## src/rtl/core/tpag_pkg.sv

```systemverilog
`timescale 1ns / 1ps
`default_nettype none

package tpag_pkg;

  localparam int MAX_EXTENT = 4096;
  localparam int ADDR_W     = 32;
  localparam int COORD_W    = $clog2(MAX_EXTENT);
  localparam int SIZE_W     = COORD_W + 1;
  localparam int AXES       = 4;
  localparam int MAP_W      = 8;

  localparam int CFG_IDX_W  = 3;
  localparam int CFG_DATA_W = ADDR_W;

  localparam int IN_DATA_W  = 8;
  localparam int OUT_DATA_W = 2 * ADDR_W;

  // register indexes
  localparam logic [CFG_IDX_W-1:0] CFG_SIZE_X   = 3'd0;
  localparam logic [CFG_IDX_W-1:0] CFG_SIZE_Y   = 3'd1;
  localparam logic [CFG_IDX_W-1:0] CFG_SIZE_Z   = 3'd2;
  localparam logic [CFG_IDX_W-1:0] CFG_SIZE_W   = 3'd3;
  localparam logic [CFG_IDX_W-1:0] CFG_AXIS_MAP = 3'd4;
  localparam logic [CFG_IDX_W-1:0] CFG_STRIDE_1 = 3'd5;
  localparam logic [CFG_IDX_W-1:0] CFG_STRIDE_2 = 3'd6;
  localparam logic [CFG_IDX_W-1:0] CFG_STRIDE_3 = 3'd7;

  // identity map: output axis a reads input axis a
  localparam logic [MAP_W-1:0] AXIS_MAP_RESET = 8'd228;

  typedef struct packed {
    logic [AXES-1:0][SIZE_W-1:0] size;
    logic [MAP_W-1:0]            axis_map;
  } tpag_cfg_t;

  // one walked element, input coordinates already routed through the axis map
  typedef struct packed {
    logic [ADDR_W-1:0]            dest;
    logic                         last_el;
    logic [AXES-1:0][COORD_W-1:0] ids;
  } tpag_elem_t;

  typedef struct packed {
    logic [ADDR_W-1:0] dest;
    logic              last_el;
    logic [ADDR_W-1:0] id0;
    logic [ADDR_W-1:0] p1;
    logic [ADDR_W-1:0] p2;
    logic [ADDR_W-1:0] p3;
  } tpag_prod_t;

endpackage

`default_nettype wire

```

## src/rtl/core/tpag_walker.sv

```systemverilog
`timescale 1ns / 1ps
`default_nettype none

module tpag_walker (
  input  wire                    clk,
  input  wire                    rst_n,
  input  tpag_pkg::tpag_cfg_t    cfg,
  input  wire                    load,
  input  wire                    accept,
  input  wire                    restart,
  output logic                   elem_valid,
  output tpag_pkg::tpag_elem_t   elem
);
  import tpag_pkg::*;

  logic [AXES-1:0][COORD_W-1:0] coord_r, coord_nxt;
  logic [ADDR_W-1:0]            dest_r, dest_nxt;
  logic                         done_r, done_nxt;
  logic                         a_valid_r;
  tpag_elem_t                   a_elem_r, elem_nxt;

  logic [AXES-1:0][SIZE_W-1:0]  eff;
  logic [AXES-1:0][COORD_W-1:0] cs;
  logic [AXES-1:0]              wrap;
  logic [AXES-1:0][COORD_W-1:0] bumped;
  logic [AXES-1:0][COORD_W-1:0] ids;
  logic [ADDR_W-1:0]            dest_start;
  logic                         done_start;
  logic                         zero;
  logic                         emit;
  logic                         last_el;
  logic                         carry;

  always_comb begin
    zero = 1'b0;
    for (int i = 0; i < AXES; i++) begin
      eff[i] = (cfg.size[i] > SIZE_W'(MAX_EXTENT)) ? SIZE_W'(MAX_EXTENT) : cfg.size[i];
      zero   = zero | (eff[i] == '0);
      cs[i]  = restart ? '0 : coord_r[i];
      // a coordinate at or past its extent counts as at its end
      wrap[i] = (SIZE_W'(cs[i]) + SIZE_W'(1)) >= eff[i];
    end
    dest_start = restart ? '0 : dest_r;
    done_start = restart ? zero : done_r;
    emit       = !done_start && !zero;
    last_el    = &wrap;

    carry = 1'b1;
    for (int i = 0; i < AXES; i++) begin
      bumped[i] = cs[i];
      if (carry) begin
        bumped[i] = wrap[i] ? '0 : cs[i] + COORD_W'(1);
      end
      carry = carry & wrap[i];
    end

    // lowest output axis wins on a repeated input axis
    ids = '0;
    for (int a = AXES - 1; a >= 0; a--) begin
      ids[cfg.axis_map[2*a +: 2]] = cs[a];
    end

    coord_nxt = cs;
    dest_nxt  = dest_start;
    done_nxt  = done_start;
    if (emit) begin
      dest_nxt = dest_start + ADDR_W'(1);
      if (last_el) begin
        done_nxt  = 1'b1;
        coord_nxt = '0;
      end else begin
        coord_nxt = bumped;
      end
    end

    elem_nxt.dest    = dest_start;
    elem_nxt.last_el = last_el;
    elem_nxt.ids     = ids;
  end

  always_ff @(posedge clk) begin
    if (!rst_n) begin
      coord_r   <= '0;
      dest_r    <= '0;
      done_r    <= 1'b1;
      a_valid_r <= 1'b0;
    end else begin
      if (accept) begin
        coord_r <= coord_nxt;
        dest_r  <= dest_nxt;
        done_r  <= done_nxt;
      end
      if (load) begin
        a_valid_r <= accept && emit;
      end
    end
  end

  always_ff @(posedge clk) begin
    if (load && accept && emit) begin
      a_elem_r <= elem_nxt;
    end
  end

  assign elem_valid = a_valid_r;
  assign elem       = a_elem_r;

endmodule

`default_nettype wire

```

## src/rtl/core/tensor_permute_address_generator.sv

```systemverilog
`timescale 1ns / 1ps
`default_nettype none

// Permute address generator for a 4-D tensor (x fastest, then y, z, w).
// Input stream: one item per tick; in_tdata[0] = restart (1 starts a new walk
// at coordinate zero and emits that element on the same item, 0 advances).
// Output stream: one address pair per element; out_tdata holds the dense
// destination index (low word) and the mapped source index (high word);
// out_tlast marks the last element of the walk. Ticks after the walk is done,
// or while any size is zero, are consumed and give no result.
// Configuration: cfg_we/cfg_index/cfg_data write sizes, axis map and source
// strides; write only while no item is in flight.
// Pipeline: an accepted item passes through the walker register, the stride
// multiply register and the sum/output register before its result appears on
// out_tvalid.
// Throughput: one item per cycle while the output is not stalled; the walker
// updates its coordinates and each stage advances whenever the stage after
// it moves. When the receiver stalls, the output holds and the stages behind
// it fill; once all three hold an element, in_tready drops. Items that give
// no result are still taken while a stage is free.
// Reset: sizes and strides clear to zero, the axis map goes to identity and
// the walker idles until a restart.
module tensor_permute_address_generator (
  input  wire                                clk,
  input  wire                                rst_n,
  input  wire                                in_tvalid,
  output logic                               in_tready,
  input  wire  [tpag_pkg::IN_DATA_W-1:0]     in_tdata,   // [0] restart, rest zero
  output logic                               out_tvalid,
  input  wire                                out_tready,
  output logic [tpag_pkg::OUT_DATA_W-1:0]    out_tdata,  // {src_address, dest_address}
  output logic                               out_tlast,
  input  wire                                cfg_we,
  input  wire  [tpag_pkg::CFG_IDX_W-1:0]     cfg_index,
  input  wire  [tpag_pkg::CFG_DATA_W-1:0]    cfg_data
);
  import tpag_pkg::*;

  tpag_cfg_t                    cfg_r;
  logic [ADDR_W-1:0]            stride1_r, stride2_r, stride3_r;

  logic                         a_ready;
  logic                         a_valid;
  tpag_elem_t                   a_elem;
  logic                         in_accept;

  logic                         b_ready;
  logic                         b_valid_r;
  tpag_prod_t                   b_r;

  logic                         c_ready;
  logic                         c_valid_r;
  logic [OUT_DATA_W-1:0]        c_data_r;
  logic                         c_last_r;

  always_ff @(posedge clk) begin
    if (!rst_n) begin
      cfg_r.size     <= '0;
      cfg_r.axis_map <= AXIS_MAP_RESET;
      stride1_r      <= '0;
      stride2_r      <= '0;
      stride3_r      <= '0;
    end else if (cfg_we) begin
      case (cfg_index)
        CFG_SIZE_X:   cfg_r.size[0]  <= cfg_data[SIZE_W-1:0];
        CFG_SIZE_Y:   cfg_r.size[1]  <= cfg_data[SIZE_W-1:0];
        CFG_SIZE_Z:   cfg_r.size[2]  <= cfg_data[SIZE_W-1:0];
        CFG_SIZE_W:   cfg_r.size[3]  <= cfg_data[SIZE_W-1:0];
        CFG_AXIS_MAP: cfg_r.axis_map <= cfg_data[MAP_W-1:0];
        CFG_STRIDE_1: stride1_r      <= cfg_data[ADDR_W-1:0];
        CFG_STRIDE_2: stride2_r      <= cfg_data[ADDR_W-1:0];
        CFG_STRIDE_3: stride3_r      <= cfg_data[ADDR_W-1:0];
        default: ;
      endcase
    end
  end

  assign c_ready   = !c_valid_r || out_tready;
  assign b_ready   = !b_valid_r || c_ready;
  assign a_ready   = !a_valid || b_ready;
  assign in_tready = a_ready;
  assign in_accept = in_tvalid && a_ready;

  tpag_walker u_walker (
    .clk        (clk),
    .rst_n      (rst_n),
    .cfg        (cfg_r),
    .load       (a_ready),
    .accept     (in_accept),
    .restart    (in_tdata[0]),
    .elem_valid (a_valid),
    .elem       (a_elem)
  );

  // stride multiply stage
  always_ff @(posedge clk) begin
    if (!rst_n) begin
      b_valid_r <= 1'b0;
    end else if (b_ready) begin
      b_valid_r <= a_valid;
    end
  end

  always_ff @(posedge clk) begin
    if (b_ready && a_valid) begin
      b_r.dest    <= a_elem.dest;
      b_r.last_el <= a_elem.last_el;
      b_r.id0     <= ADDR_W'(a_elem.ids[0]);
      b_r.p1      <= ADDR_W'(a_elem.ids[1]) * stride1_r;
      b_r.p2      <= ADDR_W'(a_elem.ids[2]) * stride2_r;
      b_r.p3      <= ADDR_W'(a_elem.ids[3]) * stride3_r;
    end
  end

  // sum and output register
  always_ff @(posedge clk) begin
    if (!rst_n) begin
      c_valid_r <= 1'b0;
    end else if (c_ready) begin
      c_valid_r <= b_valid_r;
    end
  end

  always_ff @(posedge clk) begin
    if (c_ready && b_valid_r) begin
      c_data_r <= {b_r.id0 + b_r.p1 + b_r.p2 + b_r.p3, b_r.dest};
      c_last_r <= b_r.last_el;
    end
  end

  assign out_tvalid = c_valid_r;
  assign out_tdata  = c_data_r;
  assign out_tlast  = c_last_r;

`ifndef ASSERT_OFF
  // an empty output register never blocks the input
  a_empty_out_ready: assert property (@(posedge clk) disable iff (!rst_n)
    !c_valid_r |-> in_tready)
    else $error("in_tready low with empty output register");

  // a stalled multiply stage keeps its products
  a_b_hold: assert property (@(posedge clk) disable iff (!rst_n)
    (b_valid_r && !b_ready) |=> (b_valid_r && $stable(b_r)))
    else $error("multiply stage lost data while stalled");

  // an element leaves the walker only when the next stage can take it or it waits
  a_a_hold: assert property (@(posedge clk) disable iff (!rst_n)
    (a_valid && !b_ready) |=> (a_valid && $stable(a_elem)))
    else $error("walker element changed while stalled");
`endif

endmodule

`default_nettype wire

```

## config.mk

```make
export PLATFORM = sky130hd
export DESIGN_NAME = tensor_permute_address_generator
export DESIGN_NICKNAME = d
export VERILOG_FILES = /design/src/rtl/core/tpag_pkg.sv /design/src/rtl/core/tpag_walker.sv /design/src/rtl/core/tensor_permute_address_generator.sv
export SDC_FILE = /design/constraint.sdc
export NUM_CORES = 2
export LEC_CHECK = 0
export ABC_AREA = 0
export BUFFER_PORTS_ARGS = -buffer_cell sky130_fd_sc_hd__buf_2
export CORE_ASPECT_RATIO = 1.75
export CORE_MARGIN = 2
export CORE_UTILIZATION = 48
export DETAILED_ROUTE_END_ITERATION = 16
export PLACE_DENSITY_LB_ADDON = 0.15
export SETUP_SLACK_MARGIN = 0.02
export SLEW_MARGIN = 0
export SYNTH_ARGS = -nofsm -noshare
export SYNTH_HDL_FRONTEND = slang
export SYNTH_SLANG_ARGS = --single-unit
```

## constraint.sdc

```tcl
create_clock -name clk -period 19.3 [get_ports clk]
set_input_delay 5.79 -clock clk [delete_from_list [all_inputs] [get_ports clk]]
set_output_delay 5.79 -clock clk [all_outputs]
set_load 0.01 [all_outputs]
```

Word-level counts from Yosys, hierarchy flattened
Index checks and enable logic that the tools add are counted.
Operators by class
  multiplexer cells: 33
  eq/ne operators: 7
  div/mod/pow operators: 0
  multiply operators: 3
  reductions and logical operators: 33
  $lt $le $gt $ge: 16
  add/sub/neg operators: 12
  bitwise logic cells: 6
  shifts and indexed selects: 0
Operator list (number)
  12-bit 2-to-1 mux: 15
  48-bit bitwise mux: 3
  12-bit demux with 2-bit select: 4
  12-bit by 32-bit multiplier with 32-bit output: 3
  48-bit 2-to-1 mux: 2
  32-bit adder: 2
  32-bit 2-to-1 mux: 2
  12-bit by 1-bit adder with 13-bit output, second input constant: 4
  13-bit >= comparator: 4
  13-bit greater-than comparator, second input constant: 4
  13-bit logical NOT: 4
  13-bit 2-to-1 mux: 4
  12-bit by 1-bit adder with 12-bit output, second input constant: 4
  48-bit bitwise AND: 1
  12-bit by 32-bit adder with 32-bit output: 1
  32-bit by 1-bit adder with 32-bit output, second input constant: 1
  2-bit AND reduction: 8
  3-bit == test, second input constant: 4
  2-bit by 3-bit less-than comparator with 1-bit output, second input constant: 4
  1-bit logical AND: 11
  2-bit by 1-bit >= comparator with 1-bit output, second input constant: 4
  3-bit by 2-bit == test with 1-bit output, second input constant: 2
  1-bit logical NOT: 5
  4-bit AND reduction: 1
  other kinds (6): 13
Word-level totals
  memory bits (writable): 0
  memories: 0
  bits in read-only memories: 0
  word-level logic and storage cells: 141
  bits in registers: 527
  bits in latches: 0

Depth between registers and ports, before layout
  word-level depth: 10
  gate-level depth with buffers: 24
  mapped depth without buffers: 21

Cells and area by module
Synthesis repeated with hierarchy kept, for this count alone.
Second synthesis, totals
  cell total of the unflattened synthesis: 5737
  area, all modules: 52618.0 µm²
By module, submodules not included
  tensor_permute_address_generator: cells each 4462, area an instance 42006.5 µm², sequential area each 9349.0 µm², times used 1
  tpag_walker: cells each 1275, area an instance 10611.4 µm², sequential area each 4073.9 µm², times used 1

Worst setup path after synthesis
Ideal clock, no wire load.
  kind: input-to-reg
  start: in out_tready
  end: reg b_r[0] (netlist name), enable pin
  path slack: 2400 ps
  data required time: 18443 ps
  cell stages on the path: 2
  data arrival time: 16042 ps
  buffers on the path: 0
  path through: nor2b_1 -> a21boi_0
On the way
  longest elaborated chain between the ends: 3
Ends and longest elaborated chain
  start: declaration: RTL line tensor_permute_address_generator.sv:30  | input wire out_tready,
  1-bit logical OR: RTL line tensor_permute_address_generator.sv:78  | assign c_ready = !c_valid_r || out_tready;
  1-bit logical OR: RTL line tensor_permute_address_generator.sv:79  | assign b_ready = !b_valid_r || c_ready;
  1-bit logical AND: RTL line tensor_permute_address_generator.sv:105  | if (b_ready && a_valid) begin
  end: declaration: RTL line tensor_permute_address_generator.sv:49  | tpag_prod_t b_r;
No other way between the ends.
A chain may end at the register's enable or synchronous reset.

Worst setup path after layout
  start: in out_tready
  end: out in_tready
On the way
  longest elaborated chain between the ends: 3
Ends and longest elaborated chain
  1-bit logical OR: RTL line tensor_permute_address_generator.sv:78
  1-bit logical OR: RTL line tensor_permute_address_generator.sv:79
  1-bit logical OR: RTL line tensor_permute_address_generator.sv:80  | assign a_ready = !a_valid || b_ready;
  end: declaration: RTL line tensor_permute_address_generator.sv:27  | output logic in_tready,
No other way between the ends.

==> flow_summary.ini <==
[die]
die_y_um = 438.9
die_w_um = 252.5
io_pins = 115
dieArea_mm2 = 0.1108
num_rows = 159
core_region_area_mm2 = 0.1072
initial_core_util = 0.4838

[cts]
cts_tree = yes
numCtsBuffers = 54
cts_root_buf = clkbuf_16
cts_resized = 0
cts_buffer_depth = 3
cts_num_sinks = 527
post_cts_buffers = 0
ctsHoldBuffers = 0
clkTransAtPathRegs_ps = 70
htreeDepth = 2
clock_latency_ps = 670

[synthesis]
syn_nets = 6796
syn_avg_cell_area_um2 = 9.048
ys_seq_area_frac = 0.2587
syn_inst = 5734
ys_warn_count = 0
synthArstFlopShare = 0
synth_most_common_cell = nand2_1
synth_edf_count = 287
yosys.area.top_type = fa_1
netlist_top_cells_area = fa_1, edfxtp_1, dfxtp_1
synth_ff_type = edfxtp_1
synth_area_mm2 = 0.05188
ys_ff_latch = 527
synth_top_area_frac = 0.2933
synth_cell_types = 73
synth_common_cells = nand2_1, inv_1, fa_1, a21oi_1, clkbuf_1

[drt]
drt_iter0_markers = 2257
routed_via_density = 5.533
wire_per_inst_um = 21.80
routed-via-count = 38970
dr.pass1.iters = 5
drc_errors = 0
drt_wl_total_um = 153500
ant_nets = 0

[cells_and_area]
final_area_mm2 = 0.05522
final_layout_size_suffix_gt1_frac = 0.04974
final_cell_count_no_fill = 7043
finalNetCount = 6686
area_delta_synth_final_pct = 6.449

[worst_setup_path]
required_ps = 13510
max_stage_delay_ps = 230
start_kind = input pin
crit_slowest_cell = nand4b_1
endpoint_kind = primary output
crit_type = in2out
cp.arrival_ps = 6310
cp_max_fo = 4
crit_chain = buf_2, nand4b_1, buf_2
crit_top_cell = buf_2

[place]
numPlacedInstances = 6936
hpwlAfterDp_um = 119200
gp_congestion = 0.9588
placed_area_mm2 = 0.05334
io_buffers = 107

[timing]
finalSetupViolCount = 0
clock_skew_ps = 69.47
min_period_ps = 12100
min_period_over_period = 0.6268
worst_slew_pin_slew_ps = 1282
rsz0062_at_grt = no
fmax_mhz = 82.66
relSlewSlack = 0.1433
finalMaxSlewViolations = 0
hold_violations = 0
fin_setup_tns_ps = 0

[global_route]
antenna_found_initial = 20
grt_pass1_vias = 40990
grt_max_degree = 88
overflow = 0
grt_pass1_wl_um = 235200
grt_use_total = 0.2825

[pwr]
leakage_nw = 23.72
power.density_mw_per_mm2 = 47.93
power_mw = 2.647
ir_drop_uv = 85.03

[min_path]
hp-class = reg2reg

[run]
cap_violations = 0

[status]
status = finished clean
==> sequential cells by signal, indices dropped and copies added, names as in the netlist <==
name,count
stride1_r,32
cfg_r,60
u_walker.dest_r,32
u_walker.elem,81
u_walker.coord_r,48
out_tdata,64
b_valid_r,1
b_r,141
u_walker.done_r,1
stride3_r,32
u_walker.elem_valid,1
out_tlast,1
out_tvalid,1
stride2_r,32
==> per-stage QoR <==
stage	utilization	setup slack, ps	hold WS, ps
after detailed placement	0.4974	7209	404.5
final	0.5150	7202	418.5
after global routing	0.5150	7177	414.1
after floorplan	-	2400	400.3
after CTS	0.5149	7206	419.1
after global placement	0.4974	7210	400.4
==> critical path, delay by kind of cell <==
kind          cells  cell delay, ps
buf+inv           2             290
simple gates      1             230
==> final timing paths <==
| check | from | to | slack [ps] | cells past startpoint |
|---|---|---|---|---|
| setup / recovery | out_tready | in_tready | 7200 | 3 |
| hold / removal | b_r[149]$_DFFE_PP_ | out_tdata[20]$_DFFE_PP_ | 420 | 0 |
| setup reg to reg | u_walker.elem[27]$_DFFE_PP_ | b_r[63]$_DFFE_PP_ | 12300 | 20 |
| hold reg to reg | b_r[149]$_DFFE_PP_ | out_tdata[20]$_DFFE_PP_ | 420 | 0 |
==> metal layers <==
layer	global-route usage	routed length (um)	vias up
met4	0.1839	11660	14
met1	0.2867	52360	19720
met3	0.03543	6290	464
met5	0	93	-
li1	-	-	17720
met2	0.5367	83110	1042
==> placed cells by master (no fill, tap or decap), drive strengths merged, types with 61 or more instances in the layout <==
cell    synthesis  final
nand2        1221   1221
inv           878    886
fa            760    760
a21oi         317    317
edfxtp        287    287
ha            254    254
and2          249    249
dfxtp         240    240
nor2          238    238
buf            28    167
xnor2         165    165
o21ai         114    114
nor2b          85     85
clkbuf        305     73
nand3          61     61
xor2           61     61
==> kinds of logic (layout without fill, tap and decap cells) <==
family | after synthesis | after routing | synth area share
adder cells (fa/ha/maj) | 1014 | 1014 | 0.3545
AND/OR/NAND/NOR | 2036 | 2036 | 0.1741
other | 0 | 6 | 0
XOR/XNOR | 226 | 226 | 0.03815
buffers and inverters | 1212 | 1147 | 0.08846
flip-flops | 527 | 527 | 0.2587
AO/OA/AOI/OAI | 719 | 719 | 0.08605
==> where the power goes <==
group | total (mW) | leakage, nW | internal, mW | switching, mW
combinational | 0.323 | 18.2 | 0.112 | 0.211
sequential | 1.21 | 4.61 | 1.19 | 0.0217
clock | 1.11 | 0.921 | 0.624 | 0.490
==> area by class of cell <==
class                   instances  area, um^2
fillers                     10050       52000
clock inverters                28       332.8
multi-input cells            3995       33910
inverters                     879        3304
flip-flops and latches        527       13420
well taps                    1368        1712
diodes                          6       15.01
repair buffers                167       988.4
clock buffers                  73        1539
(Power assumes the default switching activity.)
